## src/hw/rtl/wnse_pkg.sv

```systemverilog
// Shared constants and types of the neighbor sigma edge builder.
package wnse_pkg;

  localparam int unsigned MaxKDef      = 4;
  localparam int unsigned CoordBitsDef = 16;
  localparam int unsigned IdBitsDef    = 16;

  // Width and reset value of the k register.
  localparam int unsigned KW = 3;
  localparam logic [KW-1:0] KReset = 3'd4;

  // Per-item control word handed from the front to the engine.
  typedef struct packed {
    logic          last;
    logic [KW-1:0] kk;
  } wnse_ctl_t;

endpackage

```

## src/hw/rtl/wnse_ram.sv

```systemverilog
// Generic single write port, single read port RAM with registered read.
module wnse_ram #(
  parameter int unsigned WIDTH = 64,
  parameter int unsigned DEPTH = 9
) (
  input  logic                     clk_i,
  input  logic                     we_i,
  input  logic [$clog2(DEPTH)-1:0] waddr_i,
  input  logic [WIDTH-1:0]         wdata_i,
  input  logic [$clog2(DEPTH)-1:0] raddr_i,
  output logic [WIDTH-1:0]         rdata_o
);

  logic [WIDTH-1:0] mem_q [DEPTH];
  logic [WIDTH-1:0] rdata_q;

  always_ff @(posedge clk_i) begin
    if (we_i) begin
      mem_q[waddr_i] <= wdata_i;
    end
    rdata_q <= mem_q[raddr_i];
  end

  assign rdata_o = rdata_q;

endmodule

```

## src/hw/rtl/wnse_front.sv

```systemverilog
// Input side: accepts points, tags them with the clipped k, and queues them.
module wnse_front #(
  parameter int unsigned MAX_K      = 4,
  parameter int unsigned COORD_BITS = 16,
  parameter int unsigned ID_BITS    = 16
) (
  input  logic                          clk_i,
  input  logic                          rst_ni,
  input  logic                          push,
  output logic                          full,
  input  logic signed [COORD_BITS-1:0]  x_coord_i,
  input  logic signed [COORD_BITS-1:0]  y_coord_i,
  input  logic signed [COORD_BITS-1:0]  z_coord_i,
  input  logic [ID_BITS-1:0]            point_id_i,
  input  logic                          last_point_i,
  input  logic [wnse_pkg::KW-1:0]       k_i,
  output logic                          item_valid_o,
  input  logic                          item_pop_i,
  output logic [3*COORD_BITS+ID_BITS-1:0] item_data_o,
  output wnse_pkg::wnse_ctl_t           item_ctl_o
);
  import wnse_pkg::*;

  localparam int unsigned ItemW = 3 * COORD_BITS + ID_BITS;

  logic [ItemW-1:0] data_q [2];
  wnse_ctl_t        ctl_q [2];
  logic             wr_q, rd_q;
  logic [1:0]       cnt_q;
  logic             do_push, do_pop;
  wnse_ctl_t        ctl_in;

  always_comb begin
    ctl_in.last = last_point_i;
    ctl_in.kk   = (k_i > KW'(MAX_K)) ? KW'(MAX_K) : k_i;
  end

  assign full         = (cnt_q == 2'd2);
  assign item_valid_o = (cnt_q != 2'd0);
  assign do_push      = push && !full;
  assign do_pop       = item_pop_i && item_valid_o;
  assign item_data_o  = data_q[rd_q];
  assign item_ctl_o   = ctl_q[rd_q];

  always_ff @(posedge clk_i) begin
    if (do_push) begin
      data_q[wr_q] <= {x_coord_i, y_coord_i, z_coord_i, point_id_i};
      ctl_q[wr_q]  <= ctl_in;
    end
  end

  always_ff @(posedge clk_i or negedge rst_ni) begin
    if (!rst_ni) begin
      wr_q  <= 1'b0;
      rd_q  <= 1'b0;
      cnt_q <= 2'd0;
    end else begin
      if (do_push) begin
        wr_q <= ~wr_q;
      end
      if (do_pop) begin
        rd_q <= ~rd_q;
      end
      if (do_push && !do_pop) begin
        cnt_q <= cnt_q + 2'd1;
      end else if (!do_push && do_pop) begin
        cnt_q <= cnt_q - 2'd1;
      end
    end
  end

endmodule

```

## src/hw/rtl/wnse_isqrt.sv

```systemverilog
// Iterative integer square root, two radicand bits per cycle.
module wnse_isqrt #(
  parameter int unsigned IN_W = 36
) (
  input  logic                clk_i,
  input  logic                rst_ni,
  input  logic                start_i,
  input  logic [IN_W-1:0]     val_i,
  output logic                done_o,
  output logic [IN_W/2-1:0]   root_o
);

  localparam int unsigned Iter = IN_W / 2;
  localparam int unsigned CntW = $clog2(Iter + 1);

  logic [IN_W-1:0] v_q;
  logic [Iter:0]   rem_q;
  logic [Iter-1:0] root_q;
  logic [CntW-1:0] cnt_q;
  logic            busy_q, done_q;
  logic [Iter+2:0] rem_sh, trial, rem_nx;
  logic            ge;

  always_comb begin
    rem_sh = {rem_q, v_q[IN_W-1 -: 2]};
    trial  = {1'b0, root_q, 2'b01};
    ge     = (rem_sh >= trial);
    rem_nx = ge ? (rem_sh - trial) : rem_sh;
  end

  always_ff @(posedge clk_i) begin
    if (start_i) begin
      v_q    <= val_i;
      rem_q  <= '0;
      root_q <= '0;
    end else if (busy_q) begin
      v_q    <= {v_q[IN_W-3:0], 2'b00};
      rem_q  <= rem_nx[Iter:0];
      root_q <= {root_q[Iter-2:0], ge};
    end
  end

  always_ff @(posedge clk_i or negedge rst_ni) begin
    if (!rst_ni) begin
      busy_q <= 1'b0;
      done_q <= 1'b0;
      cnt_q  <= '0;
    end else begin
      done_q <= 1'b0;
      if (start_i) begin
        busy_q <= 1'b1;
        cnt_q  <= '0;
      end else if (busy_q) begin
        cnt_q <= cnt_q + CntW'(1);
        if (cnt_q == CntW'(Iter - 1)) begin
          busy_q <= 1'b0;
          done_q <= 1'b1;
        end
      end
    end
  end

  assign done_o = done_q;
  assign root_o = root_q;

endmodule

```

## src/hw/rtl/wnse_div.sv

```systemverilog
// Restoring divider by a small count, one quotient bit per cycle.
module wnse_div #(
  parameter int unsigned NUM_W = 37,
  parameter int unsigned DEN_W = 4
) (
  input  logic             clk_i,
  input  logic             rst_ni,
  input  logic             start_i,
  input  logic [NUM_W-1:0] num_i,
  input  logic [DEN_W-1:0] den_i,
  output logic             done_o,
  output logic [NUM_W-1:0] quot_o
);

  localparam int unsigned CntW = $clog2(NUM_W + 1);

  logic [NUM_W-1:0] n_q;
  logic [DEN_W-1:0] r_q, d_q;
  logic [CntW-1:0]  cnt_q;
  logic             busy_q, done_q;
  logic [DEN_W:0]   r_sh, r_nx;
  logic             ge;

  always_comb begin
    r_sh = {r_q, n_q[NUM_W-1]};
    ge   = (r_sh >= {1'b0, d_q});
    r_nx = ge ? (r_sh - {1'b0, d_q}) : r_sh;
  end

  always_ff @(posedge clk_i) begin
    if (start_i) begin
      n_q <= num_i;
      r_q <= '0;
      d_q <= den_i;
    end else if (busy_q) begin
      // The numerator shifts out on top while quotient bits enter below.
      n_q <= {n_q[NUM_W-2:0], ge};
      r_q <= r_nx[DEN_W-1:0];
    end
  end

  always_ff @(posedge clk_i or negedge rst_ni) begin
    if (!rst_ni) begin
      busy_q <= 1'b0;
      done_q <= 1'b0;
      cnt_q  <= '0;
    end else begin
      done_q <= 1'b0;
      if (start_i) begin
        busy_q <= 1'b1;
        cnt_q  <= '0;
      end else if (busy_q) begin
        cnt_q <= cnt_q + CntW'(1);
        if (cnt_q == CntW'(NUM_W - 1)) begin
          busy_q <= 1'b0;
          done_q <= 1'b1;
        end
      end
    end
  end

  assign done_o = done_q;
  assign quot_o = n_q;

endmodule

```

## src/hw/rtl/wnse_engine.sv

```systemverilog
// Back end: point window, per-center distance statistics and edge output queue.
module wnse_engine #(
  parameter int unsigned MAX_K      = 4,
  parameter int unsigned COORD_BITS = 16,
  parameter int unsigned ID_BITS    = 16
) (
  input  logic                            clk_i,
  input  logic                            rst_ni,
  input  logic                            item_valid_i,
  output logic                            item_pop_o,
  input  logic [3*COORD_BITS+ID_BITS-1:0] item_data_i,
  input  wnse_pkg::wnse_ctl_t             item_ctl_i,
  output logic                            empty,
  input  logic                            pop,
  output logic [ID_BITS-1:0]              neighbor_id_o,
  output logic [ID_BITS-1:0]              center_id_o,
  output logic                            last_edge_o
);
  import wnse_pkg::*;

  localparam int unsigned Depth  = 2 * MAX_K + 1;
  localparam int unsigned AW     = $clog2(Depth);
  localparam int unsigned PsW    = $clog2(Depth + 1);
  localparam int unsigned CwW    = $clog2(MAX_K + 2);
  localparam int unsigned CntW   = $clog2(2 * MAX_K + 1);
  localparam int unsigned MiW    = $clog2(2 * MAX_K);
  localparam int unsigned ItemW  = 3 * COORD_BITS + ID_BITS;
  localparam int unsigned DiffW  = COORD_BITS + 1;
  localparam int unsigned SqW    = 2 * DiffW;
  localparam int unsigned S3W    = SqW + 2;
  localparam int unsigned DistW  = S3W / 2;
  localparam int unsigned DsumW  = DistW + CntW;
  localparam int unsigned VsumW  = 2 * DistW + CntW;
  localparam int unsigned EdgeW  = 2 * ID_BITS + 1;

  typedef enum logic [12:0] {
    S_IDLE  = 13'b0000000000001,
    S_SCHED = 13'b0000000000010,
    S_CRD   = 13'b0000000000100,
    S_CLAT  = 13'b0000000001000,
    S_NRD   = 13'b0000000010000,
    S_NLAT  = 13'b0000000100000,
    S_NSQ   = 13'b0000001000000,
    S_NSQRT = 13'b0000010000000,
    S_MDIV  = 13'b0000100000000,
    S_VAR   = 13'b0001000000000,
    S_VDIV  = 13'b0010000000000,
    S_TEST  = 13'b0100000000000,
    S_FIN   = 13'b1000000000000
  } state_e;

  state_e state_q, state_d;

  logic [AW-1:0]   wp_q, wp_d;
  logic [PsW-1:0]  ps_q, ps_d;
  logic [CwW-1:0]  cw_q, cw_d;
  logic [KW-1:0]   kk_q, kk_d;
  logic            last_q, last_d;
  logic [AW-1:0]   c_q, c_d;
  logic [CntW-1:0] nbb_q, nbb_d, cnt_q, cnt_d, m_q, m_d;
  logic [1:0]      axis_q, axis_d;
  logic [ItemW-1:0] ctr_q, ctr_d, nbr_q, nbr_d;
  logic [S3W-1:0]   s3_q, s3_d;
  logic [DsumW-1:0] sum_q, sum_d;
  logic [DistW-1:0] mean_q, mean_d;
  logic [VsumW-1:0] vsum_q, vsum_d, var_q, var_d;
  logic [DistW-1:0] dist_q [2*MAX_K];
  logic [ID_BITS-1:0] nid_q [2*MAX_K];
  logic               store_nb;
  logic [EdgeW-1:0]   pend_q, pend_d;
  logic               pend_v_q, pend_v_d;

  // Output queue.
  logic [EdgeW-1:0] oq_q [2];
  logic             oq_wr_q, oq_rd_q;
  logic [1:0]       oq_cnt_q;
  logic             oq_push, oq_pop, oq_full;
  logic [EdgeW-1:0] oq_din;

  // Window RAM.
  logic             ram_we;
  logic [AW-1:0]    ram_raddr, rd_idx;
  logic [ItemW-1:0] ram_rdata;

  // Arithmetic units.
  logic             sq_start, sq_done;
  logic [S3W-1:0]   sq_val;
  logic [DistW-1:0] sq_root;
  logic             dv_start, dv_done;
  logic [VsumW-1:0] dv_num, dv_quot;

  // Scheduling and datapath helpers.
  logic [7:0]       kk8, cw8, ps8, c8, behind8, nbb8, nbf8, m8, idx8;
  logic             serve;
  logic [AW+1:0]    a_t;
  logic signed [DiffW-1:0] ca, cb, diff;
  logic [DiffW-1:0] adiff;
  logic [SqW-1:0]   sq;
  logic [DistW-1:0] dm, dev;
  logic [2*DistW-1:0] dsq;
  logic [MiW-1:0]   mi;
  logic             m_last;

  wnse_ram #(
    .WIDTH(ItemW),
    .DEPTH(Depth)
  ) u_ram (
    .clk_i  (clk_i),
    .we_i   (ram_we),
    .waddr_i(wp_q),
    .wdata_i(item_data_i),
    .raddr_i(ram_raddr),
    .rdata_o(ram_rdata)
  );

  wnse_isqrt #(
    .IN_W(S3W)
  ) u_isqrt (
    .clk_i  (clk_i),
    .rst_ni (rst_ni),
    .start_i(sq_start),
    .val_i  (sq_val),
    .done_o (sq_done),
    .root_o (sq_root)
  );

  wnse_div #(
    .NUM_W(VsumW),
    .DEN_W(CntW)
  ) u_div (
    .clk_i  (clk_i),
    .rst_ni (rst_ni),
    .start_i(dv_start),
    .num_i  (dv_num),
    .den_i  (cnt_q),
    .done_o (dv_done),
    .quot_o (dv_quot)
  );

  // Which centers wait and how many neighbors the oldest one has on each side.
  always_comb begin
    kk8     = 8'(kk_q);
    cw8     = 8'(cw_q);
    ps8     = 8'(ps_q);
    c8      = cw8 - 8'd1;
    behind8 = ps8 - cw8;
    nbb8    = (kk8 < behind8) ? kk8 : behind8;
    nbf8    = (kk8 < c8) ? kk8 : c8;
    serve   = (cw8 > kk8) || (last_q && (cw_q != '0));
  end

  // Neighbor slot m: older points come first, nearest first, then newer ones.
  always_comb begin
    m8   = 8'(m_q);
    if (m_q < nbb_q) begin
      idx8 = 8'(c_q) + 8'd1 + m8;
    end else begin
      idx8 = 8'(c_q) - 8'd1 - (m8 - 8'(nbb_q));
    end
    rd_idx    = (state_q == S_CRD) ? c_q : AW'(idx8);
    // Window slot i lives i+1 places behind the write pointer.
    a_t       = {2'b00, wp_q} - (AW+2)'(1) - {2'b00, rd_idx};
    if (a_t[AW+1]) begin
      a_t = a_t + (AW+2)'(Depth);
    end
    ram_raddr = a_t[AW-1:0];
  end

  // One coordinate difference squared per cycle.
  always_comb begin
    case (axis_q)
      2'd0: begin
        ca = DiffW'(signed'(nbr_q[ItemW-1 -: COORD_BITS]));
        cb = DiffW'(signed'(ctr_q[ItemW-1 -: COORD_BITS]));
      end
      2'd1: begin
        ca = DiffW'(signed'(nbr_q[ItemW-COORD_BITS-1 -: COORD_BITS]));
        cb = DiffW'(signed'(ctr_q[ItemW-COORD_BITS-1 -: COORD_BITS]));
      end
      default: begin
        ca = DiffW'(signed'(nbr_q[ItemW-2*COORD_BITS-1 -: COORD_BITS]));
        cb = DiffW'(signed'(ctr_q[ItemW-2*COORD_BITS-1 -: COORD_BITS]));
      end
    endcase
    diff  = ca - cb;
    adiff = diff[DiffW-1] ? DiffW'(-diff) : DiffW'(diff);
    sq    = SqW'(adiff) * SqW'(adiff);
  end

  // Squared deviation of distance m from the mean.
  always_comb begin
    mi     = m_q[MiW-1:0];
    dm     = dist_q[mi];
    dev    = (mean_q >= dm) ? (mean_q - dm) : (dm - mean_q);
    dsq    = (2*DistW)'(dev) * (2*DistW)'(dev);
    m_last = (m_q + CntW'(1) == cnt_q);
  end

  always_comb begin
    state_d   = state_q;
    wp_d      = wp_q;
    ps_d      = ps_q;
    cw_d      = cw_q;
    kk_d      = kk_q;
    last_d    = last_q;
    c_d       = c_q;
    nbb_d     = nbb_q;
    cnt_d     = cnt_q;
    m_d       = m_q;
    axis_d    = axis_q;
    ctr_d     = ctr_q;
    nbr_d     = nbr_q;
    s3_d      = s3_q;
    sum_d     = sum_q;
    mean_d    = mean_q;
    vsum_d    = vsum_q;
    var_d     = var_q;
    pend_d    = pend_q;
    pend_v_d  = pend_v_q;
    item_pop_o = 1'b0;
    ram_we    = 1'b0;
    sq_start  = 1'b0;
    sq_val    = s3_q + S3W'(sq);
    dv_start  = 1'b0;
    dv_num    = VsumW'(sum_q) + VsumW'(sq_root);
    store_nb  = 1'b0;
    oq_push   = 1'b0;
    oq_din    = {pend_q[EdgeW-1:1], 1'b0};

    case (state_q)
      S_IDLE: begin
        if (item_valid_i) begin
          item_pop_o = 1'b1;
          ram_we     = 1'b1;
          wp_d       = (wp_q == AW'(Depth - 1)) ? '0 : wp_q + AW'(1);
          if (ps_q < PsW'(Depth)) begin
            ps_d = ps_q + PsW'(1);
          end
          if (cw_q <= CwW'(MAX_K)) begin
            cw_d = cw_q + CwW'(1);
          end
          kk_d    = item_ctl_i.kk;
          last_d  = item_ctl_i.last;
          state_d = S_SCHED;
        end
      end
      S_SCHED: begin
        if (serve) begin
          c_d   = AW'(c8);
          nbb_d = CntW'(nbb8);
          cnt_d = CntW'(nbb8 + nbf8);
          if (nbb8 + nbf8 == 8'd0) begin
            // A center without neighbors leaves no edges.
            cw_d = cw_q - CwW'(1);
          end else begin
            state_d = S_CRD;
          end
        end else begin
          if (last_q) begin
            ps_d = '0;
          end
          state_d = S_FIN;
        end
      end
      S_CRD: begin
        state_d = S_CLAT;
      end
      S_CLAT: begin
        ctr_d   = ram_rdata;
        m_d     = '0;
        sum_d   = '0;
        state_d = S_NRD;
      end
      S_NRD: begin
        state_d = S_NLAT;
      end
      S_NLAT: begin
        nbr_d   = ram_rdata;
        axis_d  = 2'd0;
        s3_d    = '0;
        state_d = S_NSQ;
      end
      S_NSQ: begin
        s3_d = s3_q + S3W'(sq);
        if (axis_q == 2'd2) begin
          sq_start = 1'b1;
          state_d  = S_NSQRT;
        end else begin
          axis_d = axis_q + 2'd1;
        end
      end
      S_NSQRT: begin
        if (sq_done) begin
          store_nb = 1'b1;
          sum_d    = sum_q + DsumW'(sq_root);
          if (m_last) begin
            dv_start = 1'b1;
            m_d      = '0;
            state_d  = S_MDIV;
          end else begin
            m_d     = m_q + CntW'(1);
            state_d = S_NRD;
          end
        end
      end
      S_MDIV: begin
        if (dv_done) begin
          mean_d  = DistW'(dv_quot);
          vsum_d  = '0;
          m_d     = '0;
          state_d = S_VAR;
        end
      end
      S_VAR: begin
        vsum_d = vsum_q + VsumW'(dsq);
        dv_num = vsum_q + VsumW'(dsq);
        if (m_last) begin
          dv_start = 1'b1;
          m_d      = '0;
          state_d  = S_VDIV;
        end else begin
          m_d = m_q + CntW'(1);
        end
      end
      S_VDIV: begin
        if (dv_done) begin
          var_d   = dv_quot;
          m_d     = '0;
          state_d = S_TEST;
        end
      end
      S_TEST: begin
        if (m_q == cnt_q) begin
          cw_d    = cw_q - CwW'(1);
          state_d = S_SCHED;
        end else if (VsumW'(dsq) < var_q) begin
          // The previous edge leaves only once it is known not to be the last.
          if (!(pend_v_q && oq_full)) begin
            oq_push  = pend_v_q;
            pend_d   = {nid_q[mi], ctr_q[ID_BITS-1:0], 1'b0};
            pend_v_d = 1'b1;
            m_d      = m_q + CntW'(1);
          end
        end else begin
          m_d = m_q + CntW'(1);
        end
      end
      S_FIN: begin
        if (!pend_v_q) begin
          state_d = S_IDLE;
        end else if (!oq_full) begin
          oq_push  = 1'b1;
          oq_din   = {pend_q[EdgeW-1:1], 1'b1};
          pend_v_d = 1'b0;
          state_d  = S_IDLE;
        end
      end
      default: begin
        state_d = S_IDLE;
      end
    endcase
  end

  always_ff @(posedge clk_i) begin
    c_q    <= c_d;
    nbb_q  <= nbb_d;
    cnt_q  <= cnt_d;
    m_q    <= m_d;
    axis_q <= axis_d;
    ctr_q  <= ctr_d;
    nbr_q  <= nbr_d;
    s3_q   <= s3_d;
    sum_q  <= sum_d;
    mean_q <= mean_d;
    vsum_q <= vsum_d;
    var_q  <= var_d;
    pend_q <= pend_d;
    kk_q   <= kk_d;
    last_q <= last_d;
    if (store_nb) begin
      dist_q[mi] <= sq_root;
      nid_q[mi]  <= nbr_q[ID_BITS-1:0];
    end
    if (oq_push) begin
      oq_q[oq_wr_q] <= oq_din;
    end
  end

  always_ff @(posedge clk_i or negedge rst_ni) begin
    if (!rst_ni) begin
      state_q  <= S_IDLE;
      wp_q     <= '0;
      ps_q     <= '0;
      cw_q     <= '0;
      pend_v_q <= 1'b0;
    end else begin
      state_q  <= state_d;
      wp_q     <= wp_d;
      ps_q     <= ps_d;
      cw_q     <= cw_d;
      pend_v_q <= pend_v_d;
    end
  end

  assign oq_full = (oq_cnt_q == 2'd2);
  assign empty   = (oq_cnt_q == 2'd0);
  assign oq_pop  = pop && !empty;

  always_ff @(posedge clk_i or negedge rst_ni) begin
    if (!rst_ni) begin
      oq_wr_q  <= 1'b0;
      oq_rd_q  <= 1'b0;
      oq_cnt_q <= 2'd0;
    end else begin
      if (oq_push) begin
        oq_wr_q <= ~oq_wr_q;
      end
      if (oq_pop) begin
        oq_rd_q <= ~oq_rd_q;
      end
      if (oq_push && !oq_pop) begin
        oq_cnt_q <= oq_cnt_q + 2'd1;
      end else if (!oq_push && oq_pop) begin
        oq_cnt_q <= oq_cnt_q - 2'd1;
      end
    end
  end

  assign neighbor_id_o = oq_q[oq_rd_q][EdgeW-1 -: ID_BITS];
  assign center_id_o   = oq_q[oq_rd_q][ID_BITS:1];
  assign last_edge_o   = oq_q[oq_rd_q][0];

endmodule

```

## src/hw/rtl/window_neighbor_sigma_edges_core.sv

```systemverilog
// Top level of the streaming neighbor sigma edge builder.
//
// Points enter in spatial order on a queue-style port: a word is taken when
// push is high and full is low. Edges leave the same way: the oldest edge sits
// on neighbor_id_o/center_id_o/last_edge_o while empty is low and is taken when
// pop is high. last_edge_o marks the final edge caused by one input point.
// The k register is written over cfg_valid_i/cfg_ready_o; ready is always high.
// The user must make writes only while the block is idle; no logic enforces it.
// A two-word input queue lets the next point arrive while the engine works.
// The engine handles one point at a time; each center it serves runs the
// iterative square root once per neighbor and the divider twice, for the
// mean and the variance of the neighbor distances. A closing point may
// serve up to MAX_K+1 centers.
// Reset empties both queues and the point window and sets k to 4.
// If the receiver stalls, the two-word output queue fills and the engine
// holds until an edge is taken; input then backs up through full.
module window_neighbor_sigma_edges_core #(
  parameter int unsigned MAX_K      = wnse_pkg::MaxKDef,
  parameter int unsigned COORD_BITS = wnse_pkg::CoordBitsDef,
  parameter int unsigned ID_BITS    = wnse_pkg::IdBitsDef
) (
  input  logic                         clk_i,
  input  logic                         rst_ni,
  input  logic                         cfg_valid_i,
  output logic                         cfg_ready_o,
  input  logic [wnse_pkg::KW-1:0]      cfg_k_i,
  input  logic                         push,
  output logic                         full,
  input  logic signed [COORD_BITS-1:0] x_coord_i,
  input  logic signed [COORD_BITS-1:0] y_coord_i,
  input  logic signed [COORD_BITS-1:0] z_coord_i,
  input  logic [ID_BITS-1:0]           point_id_i,
  input  logic                         last_point_i,
  output logic                         empty,
  input  logic                         pop,
  output logic [ID_BITS-1:0]           neighbor_id_o,
  output logic [ID_BITS-1:0]           center_id_o,
  output logic                         last_edge_o
);
  import wnse_pkg::*;

  localparam int unsigned ItemW = 3 * COORD_BITS + ID_BITS;

  logic [KW-1:0]    k_q;
  logic             item_valid, item_pop;
  logic [ItemW-1:0] item_data;
  wnse_ctl_t        item_ctl;

  assign cfg_ready_o = 1'b1;

  always_ff @(posedge clk_i or negedge rst_ni) begin
    if (!rst_ni) begin
      k_q <= KReset;
    end else if (cfg_valid_i && cfg_ready_o) begin
      k_q <= cfg_k_i;
    end
  end

  wnse_front #(
    .MAX_K     (MAX_K),
    .COORD_BITS(COORD_BITS),
    .ID_BITS   (ID_BITS)
  ) u_front (
    .clk_i       (clk_i),
    .rst_ni      (rst_ni),
    .push        (push),
    .full        (full),
    .x_coord_i   (x_coord_i),
    .y_coord_i   (y_coord_i),
    .z_coord_i   (z_coord_i),
    .point_id_i  (point_id_i),
    .last_point_i(last_point_i),
    .k_i         (k_q),
    .item_valid_o(item_valid),
    .item_pop_i  (item_pop),
    .item_data_o (item_data),
    .item_ctl_o  (item_ctl)
  );

  wnse_engine #(
    .MAX_K     (MAX_K),
    .COORD_BITS(COORD_BITS),
    .ID_BITS   (ID_BITS)
  ) u_engine (
    .clk_i        (clk_i),
    .rst_ni       (rst_ni),
    .item_valid_i (item_valid),
    .item_pop_o   (item_pop),
    .item_data_i  (item_data),
    .item_ctl_i   (item_ctl),
    .empty        (empty),
    .pop          (pop),
    .neighbor_id_o(neighbor_id_o),
    .center_id_o  (center_id_o),
    .last_edge_o  (last_edge_o)
  );

endmodule

```

## config.mk

```make
export PLATFORM = sky130hd
export DESIGN_NAME = window_neighbor_sigma_edges_core
export DESIGN_NICKNAME = d
export VERILOG_FILES = /design/src/hw/rtl/wnse_pkg.sv /design/src/hw/rtl/wnse_ram.sv /design/src/hw/rtl/wnse_front.sv /design/src/hw/rtl/wnse_isqrt.sv /design/src/hw/rtl/wnse_div.sv /design/src/hw/rtl/wnse_engine.sv /design/src/hw/rtl/window_neighbor_sigma_edges_core.sv
export SDC_FILE = /design/constraint.sdc
export NUM_CORES = 2
export LEC_CHECK = 0
export ABC_AREA = 0
export ABC_CLOCK_PERIOD_IN_PS = 18600
export BUFFER_PORTS_ARGS = -buffer_cell sky130_fd_sc_hd__buf_2
export CAP_MARGIN = 10
export CORE_MARGIN = 2
export CORE_UTILIZATION = 40
export CTS_BUF_LIST = sky130_fd_sc_hd__clkbuf_16
export DETAILED_ROUTE_END_ITERATION = 7
export GPL_ROUTABILITY_DRIVEN = 1
export PLACE_DENSITY = 0.52
export SETUP_SLACK_MARGIN = 0.05
export SYNTH_ARGS = -nofsm -noshare
export SYNTH_HDL_FRONTEND = slang
export SYNTH_SLANG_ARGS = --single-unit
```

## constraint.sdc

```tcl
create_clock -name clk_i -period 18.6 [get_ports clk_i]
set_input_delay 3.72 -clock clk_i [delete_from_list [all_inputs] [get_ports clk_i]]
set_output_delay 3.72 -clock clk_i [all_outputs]
set_load 0.03 [all_outputs]
```

==> results.toml <==
[clock_tree]
cts_tree = "done"
post-cts-setup-buffers = 0
cts-root-buf = "clkbuf_16"
clock_path_buffers = 3
worstSkewPairLatency_ps = 830
htree_num_levels = 4
cts-buffers-inserted = 174
path_clk_slew_ps = 60
clock_sinks = 1627
cts_resized = 0
postCtsHoldBufs = 0

[detailed_routing]
routedWlPerCell_um = 21.17
drt_iter0_markers = 3484
drtPass1Iterations = 6
vias_per_cell = 5.124
route.detailed.drc = 0
ant_nets = 0
via_count = 48690
drt_wl_total_um = 201200

[synthesis]
async_flop_share = 0.03135
synth_ff_type = "edfxtp_1"
ys_ff_latch = 1627
yosysSeqAreaShare = 0.5535
synth-simple-area-share = 0.06477
synth_top_family_by_area = "adder cells"
synth_mux_area_frac = 0.07314
synth-compound-area-share = 0.06557
ys_types = 98
post_synth_fa_ha_maj_area_fraction = 0.1708
synthTopCellsByArea = "edfxtp_1 51%, fa_1 11%, ha_1 6.3%, mux4_2 4.3%, inv_1 3.8%"
synth_edf_count = 1468
synth_top_area_share = 0.5134
synth_xor_xnor_area_share = 0.02455
netlist_area_um2 = 85860
synth_top_cell_by_area = "edfxtp_1"
syn_inst = 6325
syn_area_per_cell_um2 = 13.58
yosysWarnings = 0

[sta]
fin_skew_ps = 59.89
setup_violations = 0
final.setup.tns_ps = 0
hold_viol = 0
slew_headroom = 0.2537
worstMarginPinSlew_ps = 1115
fin_crit_sh = 0.8345
whs_ps = 414.5
timing.fmax_mhz = 64.43
min_period_ps = 15520
drv_slew = 0
rsz0062_at_grt = "false"

[global_routing]
grt_max_degree = 110
grt_pass1_vias = 51380
grt_antenna_before_repair = 7
grt_usage = 0.1860
gr-total-overflow = 0
grt_pass1_wl_um = 311500

[die]
die-area_um2 = 218400
ioPinCount = 109
die_h_um = 467.3
die_width_um = 467.3
std_cell_rows = 170
start_util = 0.4013
core_area_um2 = 214000

[placed_design]
portBuffers = 107
hpwl_um = 135700
postPlaceCellArea_um2 = 90220
place_congestion = 0.8742

[setup_path]
critPathLaunchType = "flip-flop"
cpPeakStageDelay_ps = 800
crit_top_cell = "inv_1"
arrival_ps = 16260
cp-end-kind = "flip-flop"
cpMaxStageDelayCell = "o221ai_1"
reg2reg_depth = 49
path_class = "flip-flop to flip-flop"
r2r_slack_ps = 3080
rr_endpoint = "u_engine.oq_cnt_q[1]"
required_ps = 19340
critPathMaxFanout = 27

[min_path]
hold-path-endpoint = "u_engine.pend_q[2]"
min_path_type = "flip-flop to flip-flop"
min_from = "u_engine.ctr_q[1]"
min_path_cells = 0

[final_layout]
fillers = 19510
nets = 7480
layout_common_cells = "1468 x edfxtp_1, 910 x inv_1, 462 x fa_1"
drive_gt1_frac = 0.1237
mostFrequentLayoutCell = "edfxtp_1"
fin_area_um2 = 95820
area_growth_pct = 11.59

[status]
status = "finished, final reports clean"

[job]
maxCapViolations = 0
[cell families (layout without fill, tap and decap cells)]
| logic type | after synthesis | in the layout |
|---|---|---|
| adder cells (fa/ha/maj) | 895 | 895 |
| multiplexers | 408 | 408 |
| XOR/XNOR | 239 | 239 |
| buffers and inverters | 1082 | 1408 |
| AO/OA/AOI/OAI | 867 | 867 |
| flip-flops | 1627 | 1627 |
| AND/OR/NAND/NOR | 1205 | 1205 |
| other | 2 | 16 |
[worst max path at each step]
stage | end | depth (start not counted) | slack [ps]
finish | u_engine.oq_cnt_q[1] | 49 | 3080
global route | u_engine.oq_cnt_q[1] | 49 | 2050
CTS | u_engine.oq_cnt_q[1] | 49 | 3170
detailed placement | u_engine.oq_cnt_q[1] | 49 | 3210
global placement | u_engine.oq_cnt_q[1] | 49 | 3380
floorplan | u_engine.oq_q[0][0] | 47 | 5260
[area by class of cell]
| type | count | area, um^2 | share of cell area |
|---|---|---|---|
| flip-flops and latches | 1627 | 47530 | 0.4960 |
| multi-input cells | 3627 | 34580 | 0.3609 |
| clock buffers | 177 | 4429 | 0.04623 |
| well taps | 2838 | 3551 | 0.03706 |
| inverters | 884 | 3319 | 0.03464 |
| repair buffers | 198 | 1246 | 0.01301 |
| clock inverters | 149 | 1157 | 0.01208 |
| diodes | 3 | 7.507 | 0.00007835 |
[stage by stage]
stage,util,setup slack [ps],instances
detailed placement,0.4216,3210,9174
global route,0.4478,2049,9502
floorplan,-,5264,6336
global placement,0.4216,3381,9174
CTS,0.4477,3167,9500
finish,0.4478,3078,9503
[metal layers]
| layer | vias to the layer above | GRT usage | share of wire |
|---|---|---|---|
| li1 | 22720 | - | - |
| met1 | 24920 | 0.2608 | 0.46 |
| met2 | 816 | 0.3076 | 0.48 |
| met3 | 230 | 0.02477 | 0.034 |
| met4 | 4 | 0.04306 | 0.019 |
| met5 | - | 0 | 0.00013 |
[flip-flops by register name, indices dropped and copies added, names as in the netlist, 18 cells and up, named ones only]
register and flops:
u_engine.u_isqrt.v_q 36, u_engine.s3_q 36, u_front.data_q 128, u_engine.sum_q 22, u_engine.nbr_q 64, u_engine.nid_q 128, u_engine.mean_q 18, u_engine.vsum_q 40
u_engine.pend_q 32, u_engine.ctr_q 64, u_engine.oq_q 66, u_engine.u_ram.mem_q 576, u_engine.dist_q 144, u_engine.u_isqrt.rem_q 19, u_engine.u_div.quot_o 40, u_engine.u_ram.rdata_o 64
u_engine.var_q 40, u_engine.u_isqrt.root_o 18
[cells in the mapped netlist (all sizes together), types with 25 or more instances]
library cell	instances
o21ai	242
a21o	109
xor2	93
nand4	54
mux2i	129
nand3	26
buf	39
a21oi	182
fa	462
inv	872
nor2	407
nor2b	28
and3	25
nor3	55
o21a	29
xnor2	146
dfrtp	49
and2	47
a22oi	82
ha	433
nand2	401
a211oi	28
dfxtp	108
mux4	164
edfxtp	1468
clkbuf	159
nand2b	61
mux2	115
[critical path, delay by kind of cell, from the launching register on]
family / cells / cell delay [ps]
multiplexers: 2 / 890
XOR/XNOR: 4 / 1120
flip-flops: 1 / 540
AND/OR/NAND/NOR: 8 / 1840
AO/OA/AOI/OAI: 15 / 5010
adder cells (fa/ha/maj): 10 / 4290
buffers and inverters: 10 / 1710
Power is not shown: default switching activity piles up to over one toggle a cycle in this logic, so the estimate is an artifact.
